--- config.mk ---
export PLATFORM = sky130hd
export DESIGN_NAME = keyboard_report_key_tracker
export DESIGN_NICKNAME = d
export VERILOG_FILES = /design/src/krkt_pkg.sv /design/src/krkt_cell.sv /design/src/keyboard_report_key_tracker.sv
export VERILOG_INCLUDE_DIRS = /design/src /design/src/src
export SDC_FILE = /design/constraint.sdc
export NUM_CORES = 1
export LEC_CHECK = 0
export BUFFER_PORTS_ARGS = -buffer_cell sky130_fd_sc_hd__buf_2
export CAP_MARGIN = 20
export CORE_MARGIN = 2
export CORE_UTILIZATION = 55
export DETAILED_ROUTE_END_ITERATION = 8
export HOLD_SLACK_MARGIN = 0.1
export PLACE_DENSITY = 0.83
export SLEW_MARGIN = 5
export SYNTH_ARGS = -nofsm -noshare
export SYNTH_HDL_FRONTEND = slang
export SYNTH_SLANG_ARGS = --single-unit
--- constraint.sdc ---
create_clock -name clock -period 2.5 [get_ports clock]
set_input_delay 0.5 -clock clock [delete_from_list [all_inputs] [get_ports clock]]
set_output_delay 0.5 -clock clock [all_outputs]
set_load 0.02 [all_outputs]
--- src/keyboard_report_key_tracker_defines.svh ---
// Assertion macros for the key tracker RTL.
// No dependencies; included by the files that carry assertions.
`ifndef KEYBOARD_REPORT_KEY_TRACKER_DEFINES_SVH
`define KEYBOARD_REPORT_KEY_TRACKER_DEFINES_SVH

// antecedent true -> consequent true in the same cycle
`define KRKT_ASSERT_NOW(label, clk, rst, ante, cons) \
   label: assert property (@(posedge clk) disable iff (rst) (ante) |-> (cons)) \
      else $error("krkt check failed");

// antecedent true -> consequent true in the next cycle
`define KRKT_ASSERT_NEXT(label, clk, rst, ante, cons) \
   label: assert property (@(posedge clk) disable iff (rst) (ante) |=> (cons)) \
      else $error("krkt check failed");

`endif

--- src/krkt_pkg.sv ---
// Shared types and codes for the keyboard report key tracker.
// No dependencies.
package krkt_pkg;

   localparam logic [1:0] KIND_KEY      = 2'd0;
   localparam logic [1:0] KIND_MODIFIER = 2'd1;
   localparam logic [1:0] KIND_CONSUMER = 2'd2;

   typedef struct packed {
      logic [1:0]  kind;
      logic        pressed;
      logic [7:0]  code;
      logic [15:0] usage;
   } req_type;

   typedef struct packed {
      logic        accepted;
      logic        send_keys;
      logic        send_consumer;
      logic [7:0]  modifiers;
      logic [2:0]  held_count;
      logic [7:0]  slot0;
      logic [7:0]  slot1;
      logic [7:0]  slot2;
      logic [7:0]  slot3;
      logic [7:0]  slot4;
      logic [7:0]  slot5;
      logic [15:0] consumer_out;
   } rsp_type;

   typedef enum logic [1:0] {
      ST_IDLE,
      ST_COMPARE,
      ST_UPDATE,
      ST_RESPOND
   } state_type;

   typedef enum logic [1:0] {
      OP_HOLD,
      OP_COMPARE,
      OP_APPEND,
      OP_REMOVE
   } cell_op_type;

   typedef struct packed {
      cell_op_type op;
      logic [7:0]  code;
   } cell_ctrl_type;

endpackage

--- src/krkt_cell.sv ---
// One key slot of the held-key chain: holds a code and an occupied flag.
// Depends on krkt_pkg.
module krkt_cell (
   input  logic                   clock,
   input  logic                   reset,
   input  krkt_pkg::cell_ctrl_type ctrl,
   input  logic                   prev_occ,
   input  logic                   take_in,
   input  logic [7:0]             next_key,
   input  logic                   next_occ,
   output logic [7:0]             key,
   output logic                   occ,
   output logic                   take_out
);
   import krkt_pkg::*;

   logic [7:0] key_ff, key_in;
   logic       occ_ff, occ_in;
   logic       hit_ff, hit_in;

   // prefix of matches: this cell and all to its right shift left on removal
   assign take_out = take_in | hit_ff;

   always_comb begin
      key_in = key_ff;
      occ_in = occ_ff;
      hit_in = hit_ff;
      case (ctrl.op)
         OP_COMPARE: begin
            hit_in = occ_ff && (key_ff == ctrl.code);
         end
         OP_APPEND: begin
            if (!occ_ff && prev_occ) begin
               key_in = ctrl.code;
               occ_in = 1'b1;
            end
         end
         OP_REMOVE: begin
            if (take_out) begin
               key_in = next_key;
               occ_in = next_occ;
            end
         end
         default: ;
      endcase
   end

   always_ff @(posedge clock) begin
      if (reset) begin
         key_ff <= '0;
         occ_ff <= 1'b0;
         hit_ff <= 1'b0;
      end else begin
         key_ff <= key_in;
         occ_ff <= occ_in;
         hit_ff <= hit_in;
      end
   end

   assign key = key_ff;
   assign occ = occ_ff;
endmodule

--- src/keyboard_report_key_tracker.sv ---
// Top level: control sequencer plus a chain of SLOTS key cells.
// Depends on krkt_pkg, krkt_cell and keyboard_report_key_tracker_defines.svh.
//
//   channel   ports                    direction  handshake
//   request   start, busy, req_data    in         start && !busy
//   response  rsp_valid, rsp_data      out        rsp_valid, one cycle
//
// One transaction runs from acceptance through the compare, update and respond states
// to idle, where the next can be accepted: compare all cells, update the chain, then
// present the response in the respond state; busy stays high from acceptance until idle.
// Synchronous reset empties every slot and clears modifiers and usage.
// The receiver cannot stall; each response shows for exactly one cycle.
`include "keyboard_report_key_tracker_defines.svh"
module keyboard_report_key_tracker #(
   parameter int SLOTS = 6
) (
   input  logic              clock,
   input  logic              reset,
   input  logic              start,
   output logic              busy,
   input  krkt_pkg::req_type req_data,
   output logic              rsp_valid,
   output krkt_pkg::rsp_type rsp_data
);
   import krkt_pkg::*;

   localparam int CNT_W = $clog2(SLOTS + 1);

   state_type      state_ff, state_in;
   req_type        req_ff;
   logic [CNT_W-1:0] count_ff, count_in;
   logic [7:0]     mod_ff, mod_in;
   logic [15:0]    usage_ff, usage_in;
   logic           ok_ff, skeys_ff, scons_ff;
   logic           ok, skeys, scons;
   cell_ctrl_type  ctrl;

   logic [7:0]     cell_key [SLOTS];
   logic [SLOTS-1:0] cell_occ;
   logic [SLOTS:0] take;

   logic found, full, accept;

   assign accept = start && !busy;
   assign found  = take[SLOTS];
   assign full   = (count_ff == CNT_W'(SLOTS));
   assign take[0] = 1'b0;

   genvar gi;
   generate
      for (gi = 0; gi < SLOTS; gi++) begin : g_cell
         logic       prev_occ, next_occ;
         logic [7:0] next_key;
         if (gi == 0) begin : g_first
            assign prev_occ = 1'b1;
         end else begin : g_mid
            assign prev_occ = cell_occ[gi-1];
         end
         if (gi == SLOTS - 1) begin : g_last
            assign next_key = '0;
            assign next_occ = 1'b0;
         end else begin : g_inner
            assign next_key = cell_key[gi+1];
            assign next_occ = cell_occ[gi+1];
         end
         krkt_cell u_cell (
            .clock    (clock),
            .reset    (reset),
            .ctrl     (ctrl),
            .prev_occ (prev_occ),
            .take_in  (take[gi]),
            .next_key (next_key),
            .next_occ (next_occ),
            .key      (cell_key[gi]),
            .occ      (cell_occ[gi]),
            .take_out (take[gi+1])
         );
      end
   endgenerate

   // event decision, evaluated in the update cycle
   always_comb begin
      ok    = 1'b0;
      skeys = 1'b0;
      scons = 1'b0;
      case (req_ff.kind)
         KIND_KEY: begin
            ok    = req_ff.pressed ? (!found && !full) : found;
            skeys = ok;
         end
         KIND_MODIFIER: begin
            ok = 1'b1;
         end
         KIND_CONSUMER: begin
            ok    = req_ff.pressed ? (usage_ff == '0) : (usage_ff != '0);
            scons = ok;
         end
         default: ;
      endcase
   end

   // next state
   always_comb begin
      state_in = state_ff;
      unique case (state_ff)
         ST_IDLE:    if (start) state_in = ST_COMPARE;
         ST_COMPARE: state_in = ST_UPDATE;
         ST_UPDATE:  state_in = ST_RESPOND;
         ST_RESPOND: state_in = ST_IDLE;
         default:    state_in = ST_IDLE;
      endcase
   end

   // outputs of the sequencer
   always_comb begin
      busy      = 1'b1;
      rsp_valid = 1'b0;
      ctrl.op   = OP_HOLD;
      ctrl.code = req_ff.code;
      unique case (state_ff)
         ST_IDLE:    busy = 1'b0;
         ST_COMPARE: if (req_ff.kind == KIND_KEY) ctrl.op = OP_COMPARE;
         ST_UPDATE: begin
            if (req_ff.kind == KIND_KEY && ok) begin
               ctrl.op = req_ff.pressed ? OP_APPEND : OP_REMOVE;
            end
         end
         ST_RESPOND: rsp_valid = 1'b1;
         default: ;
      endcase
   end

   always_comb begin
      count_in = count_ff;
      mod_in   = mod_ff;
      usage_in = usage_ff;
      if (state_ff == ST_UPDATE) begin
         case (req_ff.kind)
            KIND_KEY: begin
               if (ok) begin
                  count_in = req_ff.pressed ? count_ff + CNT_W'(1) : count_ff - CNT_W'(1);
               end
            end
            KIND_MODIFIER: begin
               if (req_ff.pressed) begin
                  mod_in = mod_ff | (8'd1 << req_ff.code[2:0]);
               end else begin
                  mod_in = mod_ff & ~(8'd1 << req_ff.code[2:0]);
               end
            end
            KIND_CONSUMER: begin
               usage_in = (req_ff.pressed && usage_ff == '0) ? req_ff.usage : 16'd0;
            end
            default: ;
         endcase
      end
   end

   always_ff @(posedge clock) begin
      if (reset) begin
         state_ff <= ST_IDLE;
         count_ff <= '0;
         mod_ff   <= '0;
         usage_ff <= '0;
         ok_ff    <= 1'b0;
         skeys_ff <= 1'b0;
         scons_ff <= 1'b0;
      end else begin
         state_ff <= state_in;
         count_ff <= count_in;
         mod_ff   <= mod_in;
         usage_ff <= usage_in;
         if (state_ff == ST_UPDATE) begin
            ok_ff    <= ok;
            skeys_ff <= skeys;
            scons_ff <= scons;
         end
      end
   end

   always_ff @(posedge clock) begin
      if (accept) req_ff <= req_data;
   end

   logic [7:0] slot_val [6];
   generate
      for (gi = 0; gi < 6; gi++) begin : g_slot
         if (gi < SLOTS) begin : g_on
            assign slot_val[gi] = cell_key[gi];
         end else begin : g_off
            assign slot_val[gi] = '0;
         end
      end
   endgenerate

   always_comb begin
      rsp_data.accepted      = ok_ff;
      rsp_data.send_keys     = skeys_ff;
      rsp_data.send_consumer = scons_ff;
      rsp_data.modifiers     = mod_ff;
      rsp_data.held_count    = (32'(count_ff) > 32'd7) ? 3'd7 : 3'(count_ff);
      rsp_data.slot0         = slot_val[0];
      rsp_data.slot1         = slot_val[1];
      rsp_data.slot2         = slot_val[2];
      rsp_data.slot3         = slot_val[3];
      rsp_data.slot4         = slot_val[4];
      rsp_data.slot5         = slot_val[5];
      rsp_data.consumer_out  = usage_ff;
   end

   `KRKT_ASSERT_NOW(a_occ_matches_count, clock, reset, 1'b1, 32'($countones(cell_occ)) == 32'(count_ff))
   `KRKT_ASSERT_NOW(a_count_in_range, clock, reset, 1'b1, 32'(count_ff) <= 32'(SLOTS))
   `KRKT_ASSERT_NEXT(a_accept_starts_compare, clock, reset, accept, state_ff == ST_COMPARE)
   `KRKT_ASSERT_NOW(a_send_needs_accept, clock, reset, rsp_valid && (skeys_ff || scons_ff), ok_ff)
endmodule

Yosys cells after proc, flatten, opt, wreduce, memory -nomap -nowiden
Index checks and enable logic that the tools add are counted.
- register bits after elaboration: 119
- input bits: 30
- logic and storage cells: 156
- add/sub/neg operators: 2
- eq/ne operators: 28
- shift-type cells: 1
- mux-type cells: 51
- bitwise logic cells: 8
- reduce and logical (&&, ||, !) cells: 37
- operators by type and width (operator ; number):
    $mux W8 ; 13
    $pmux W8 S2 ; 6
    $eq A8 B8 Y1 ; 6
    $reduce_and A3 Y1 ; 7
    $ne A2 B1 Y1 const B ; 10
    $mux W1 ; 19
    $logic_not A16 Y1 ; 1
    $mux W16 ; 1
    $reduce_bool A16 Y1 ; 1
    $logic_and A1 B1 Y1 ; 15
    $pmux W1 S2 ; 6
    $eq A2 B2 Y1 const B ; 5
    $and A8 B8 Y8 ; 1
    $not A8 Y8 ; 1
    $or A8 B8 Y8 ; 1
    $pmux W2 S4 ; 1
    $shl A1 B3 Y8 const A ; 1
    $logic_not A1 Y1 ; 7
    $eq A2 B1 Y1 const B ; 3
    $ne A2 B2 Y1 const B ; 3
    $reduce_and A2 Y1 ; 3
    $or A1 B1 Y1 ; 5
    $logic_not A2 Y1 ; 2
    $mux W2 ; 2
    other kinds (7) ; 7

Depth between registers and ports, before layout
- depth after elaboration: 15
- depth in mapped cells: 10
- mapped depth without buffers: 7

By module
A second synthesis with hierarchy kept.
- cells, all modules: 632
- area total of the unflattened synthesis: 6522.5 um^2
- modules (own cells, without submodules) (module ; times used ; cells an instance ; area an instance (um^2) ; seq. area each (um^2)):
    krkt_cell ; 6 ; 71 ; 696.9 ; 200.2
    keyboard_report_key_tracker ; 1 ; 206 ; 2341.0 ; 1451.4

Worst setup path after synthesis
No wires, ideal clock.
- kind: reg-to-reg
- start: reg state_ff[0]
- end: reg g_cell[2].u_cell.occ_ff
- setup time: 0.116 ns
- arrival: 2.121 ns
- required time: 2.384 ns
- path slack: 0.263 ns
- cell stages (with the launch flop): 9
- buffers on the path: 1
- clock period less this slack: 2.237 ns
- cells stage by stage: dfxtp_1 > inv_1 > ha_1 > clkbuf_1 > nor4bb_1 > nand2_1 > a21oi_1 > nor3b_1 > a31o_2
- longest elaborated chain between the ends: 5
- elaborated cells between the ends (all ways): 10
- ends and longest elaborated chain (what ; RTL line ; source):
    start: declaration ; keyboard_report_key_tracker.sv:29 ; state_type state_ff, state_in;
    start signal: assignment ; keyboard_report_key_tracker.sv:169 ; state_ff <= state_in;
    $eq A2 B2 Y1 or $eq A2 B1 Y1 (tied branches) ; keyboard_report_key_tracker.sv:120 ; unique case (state_ff)
    $pmux W2 S2 (*) ; keyboard_report_key_tracker.sv:120 ;
    $eq A2 B2 Y1 ; krkt_cell.sv:28 ; case (ctrl.op)
    $ne A2 B1 Y1 (no line) or $reduce_bool A2 Y1 (tied branches) ; n/a ;
    $reduce_and A3 Y1 (no line) ; n/a ;
    end signal: assignment ; krkt_cell.sv:55 ; occ_ff <= occ_in;
    end: declaration ; krkt_cell.sv:18 ; logic occ_ff, occ_in;
Mark *: on every way between the ends. The rest lies on a longest branch, timed or not.
A chain may end at the register's enable or synchronous reset.

Worst setup path in the final report
- start: reg g_cell[2].u_cell.hit_ff
- end: reg g_cell[0].u_cell.key_ff[7]
- longest elaborated chain between the ends: 14
- elaborated cells between the ends (all ways): 18
- ends and longest elaborated chain (what ; RTL line ; source):
    start: declaration ; krkt_cell.sv:19 ; logic hit_ff, hit_in;
    start signal: assignment ; krkt_cell.sv:56 ; hit_ff <= hit_in;
    $or A1 B1 Y1 (*) (4 in series) ; krkt_cell.sv:22 ; assign take_out = take_in | hit_ff;
    $logic_not A1 Y1 ; keyboard_report_key_tracker.sv:88 ; ok = req_ff.pressed ? (!found && !full) : found;
    $logic_and A1 B1 Y1 ; keyboard_report_key_tracker.sv:88 ;
    $mux W1 (*) ; keyboard_report_key_tracker.sv:88 ;
    $pmux W1 S3 (*) ; keyboard_report_key_tracker.sv:86 ; case (req_ff.kind)
    $logic_and A1 B1 Y1 (*) ; keyboard_report_key_tracker.sv:124 ; if (req_ff.kind == KIND_KEY && ok) begin
    $mux W2 (*) ; keyboard_report_key_tracker.sv:124 ;
    $pmux W2 S2 (*) ; keyboard_report_key_tracker.sv:120 ;
    $eq A2 B2 Y1 ; krkt_cell.sv:28 ;
    $ne A2 B2 Y1 (no line), or another cell as far along ; n/a ;
    $reduce_and A3 Y1 (no line) ; n/a ;
    end signal: assignment ; krkt_cell.sv:54 ; key_ff <= key_in;
    end: declaration ; krkt_cell.sv:17 ; logic [7:0] key_ff, key_in;
Marked as above.

==> results.toml <==
[routing]
routed_wl_um = 14700
avgRoutedWirePerCell_um = 17.7
drt_pre_antenna_iters = 5
drc_errors = 0
drt_iter0_markers = 329
avgViaCountPerCell = 5.87
antenna_left = 0
num_vias = 4870

[cells_and_area]
insertedDiodeCount = 0
finish.net_count = 720
layout-drive-gt1-share = 0.283
fin_area_um2 = 6880
area_growth_pct = 23.6

[clock_tree]
cts_buffer_depth = 2
tritoncts = "done"
insertion_delay_ns = 0.53
clk_pin_slew_ns = 0.06
cts_sinks = 119
htreeDepth = 4
cts_setup_buffers = 0
cts-root-buf = "clkbuf_8"
cts_buffers = 17

[run]
drv_cap = 0

[die]
die_h_um = 105
start_util = 0.567
num_rows = 36
die_w_um = 105
core_um2 = 9820
dieArea_um2 = 10900
io_pins = 110

[global_route]
antenna_found_initial = 0
grt_pass1_wl_um = 23800
grt_overflow = 0
grtUsageTotal = 0.273
grt_pass1_vias = 4821
grt_max_degree = 45

[power]
leakage_uw = 0.00278
p_per_area_nw_per_um2 = 838
peakVddDrop_uv = 508
p_int_uw = 4110
p_seq_frac = 0.398
combPwrFrac = 0.162
p_clk_frac = 0.440
swShare = 0.288
p_switching_uw = 1660

[synthesis]
synth_top_area_share = 0.331
ys_warn_count = 0
syn_area_per_cell_um2 = 9.65
synthesis.area_um2 = 5570
ys_ff_latch = 119
synth_commonest_cells = "dfxtp_1 (92), a21oi_1 (63), nor2_1 (42)"
synth_edf_count = 27
netlist_top_cells_area = "dfxtp_1 (33%), edfxtp_1 (15%), a21oi_1 (5.7%), o221a_2 (4.9%), xnor2_1 (4.1%)"
synth_top_area_cell = "dfxtp_1"
synth_nets = 614
seq_area_frac_synth = 0.476
synthFlopType = "dfxtp_1"
synth.most_common_cell = "dfxtp_1"
synth_cell_type_count = 56
synthArstFlopShare = 0
netlist_instances = 577

[setup_path]
required_ns = 2.91
crit_type = "flip-flop to flip-flop"
start_kind = "flip-flop"
arrival_ns = 2.82
critical_path.max_fanout = 8
endpoint_kind = "flip-flop"

[placement]
dp_hpwl_um = 10100
post-place-ws_ns = 0.0202
port_buffers = 109
placed_cell_area_um2 = 6250
place_congestion = 0.857

[timing]
drv_slew = 0
finalCritPeriodShare = 0.962
finalHoldViolCount = 0
fin_crit_ns = 2.40
tightest_slew_ns = 0.776
max_freq_ghz = 0.416
setup_violations = 0
clock_skew_ns = 0.00709
setup_ws_ns = 0.0961
slew-limit-headroom = 0.481

[run_status]
status = "completed"

[min_path]
hold_path.class = "input pin to flip-flop"
## final timing paths
| kind | from | end | slack (ns) | depth (start not counted) |
|---|---|---|---|---|
| max | g_cell[2].u_cell.hit_ff | g_cell[0].u_cell.key[7] | 0.1 | 5 |
| min | req_data[0] | req_ff[0] | 0.14 | 1 |
| max reg2reg | g_cell[2].u_cell.hit_ff | g_cell[0].u_cell.key[7] | 0.1 | 5 |
| min reg2reg | skeys_ff | skeys_ff | 0.46 | 2 |
## power by group through the flow
stage               Combinational (µW)  Clock (µW)  Sequential [µW]
floorplan                          651           0             2260
global placement                   858           0             2310
CTS                                912        2550             2290
detailed placement                 892           0             2330
finish                             933        2540             2300
global route                      1010        2640             2310
## worst max-delay path, cell delays in order, from the launching register on
cell and delay [ns]:
dfxtp_1 0.34, or4_1 0.65, nor4_4 0.36, nor2_2 0.10
or3_1 0.53, o221a_1 0.31
## metrics by stage
step	TNS, ns	hold slack [ns]	cells	utilization	power [µW]
floorplan	0	0.446	577	-	2910
global placement	0	0.451	797	0.636	3170
detailed placement	0	0.455	797	0.636	3220
CTS	0	0.132	829	0.700	5750
global route	-0.00794	0.131	829	0.701	5970
finish	0	0.143	829	0.701	5770
## routing by layer
metal / up-vias / part of all wire / GRT usage
met4: 0 / 0.020 / 0.118
met3: 31 / 0.058 / 0.0611
met5: - / 0 / 0
met1: 2334 / 0.42 / 0.335
li1: 2311 / - / -
met2: 194 / 0.50 / 0.461
## cells in the final DEF, fill, tap and decap left out, types with 3 or more instances in the layout
| cell | n |
|---|---|
| a21oi_2 | 3 |
| or4_1 | 6 |
| o221a_2 | 24 |
| buf_4 | 17 |
| a22o_1 | 8 |
| nor3_1 | 5 |
| nand3b_1 | 5 |
| o221a_1 | 8 |
| nor2b_1 | 4 |
| mux2i_1 | 6 |
| clkinv_4 | 3 |
| nand2_1 | 30 |
| a21oi_1 | 63 |
| buf_2 | 109 |
| bufinv_16 | 4 |
| ha_1 | 6 |
| nor4_1 | 17 |
| xnor2_1 | 26 |
| clkbuf_16 | 16 |
| edfxtp_1 | 27 |
| or3_1 | 4 |
| xor2_1 | 25 |
| nor3b_1 | 5 |
| inv_1 | 32 |
| dfxtp_1 | 92 |
| o21ai_0 | 14 |
| nand2b_1 | 6 |
| nor2_1 | 42 |
| inv_6 | 3 |
| nand4_1 | 4 |
| a2111oi_0 | 7 |
| nand3_1 | 35 |
| nor4_4 | 3 |
## cell type report
| type | count | area [µm²] |
|---|---|---|
| fill | 744 | 2940 |
| clock buffer | 17 | 414 |
| tap | 133 | 166 |
| timing repair buffer | 127 | 693 |
| inverter | 32 | 120 |
| clock inverter | 15 | 201 |
| sequential | 119 | 2650 |
| multi-input combinational | 386 | 2640 |
## flip-flops by register name, summed over array words and instances (netlist names), named ones only
signal / cells
scons_ff: 1
count_ff: 3
g_cell.u_cell.key: 48
req_ff: 19
ctrl: 8
g_cell.u_cell.hit_ff: 6
usage_ff: 16
g_cell.u_cell.occ: 6
skeys_ff: 1
state_ff: 2
ok_ff: 1
## cells by family (layout without fill, tap and decap cells)
logic type                 after synthesis  after routing  share of synthesized area
and+or+nand+nor                        176            176                      0.171
xor gates and xnor gates                51             51                     0.0802
muxes                                    6              6                     0.0108
DFF                                    119            119                      0.476
AOI/OAI and AO/OA                      146            146                      0.191
adders and majority gates                7              7                     0.0171
buffers and inverters                   72            191                     0.0535
## repair_timing
item	4_1_cts	5_1_grt
gates cloned	0	0
resized for setup	2	4
hold buffers	0	0
pin swaps	0	2
setup endpoints to repair	5	53
(Power assumes the default switching activity.)
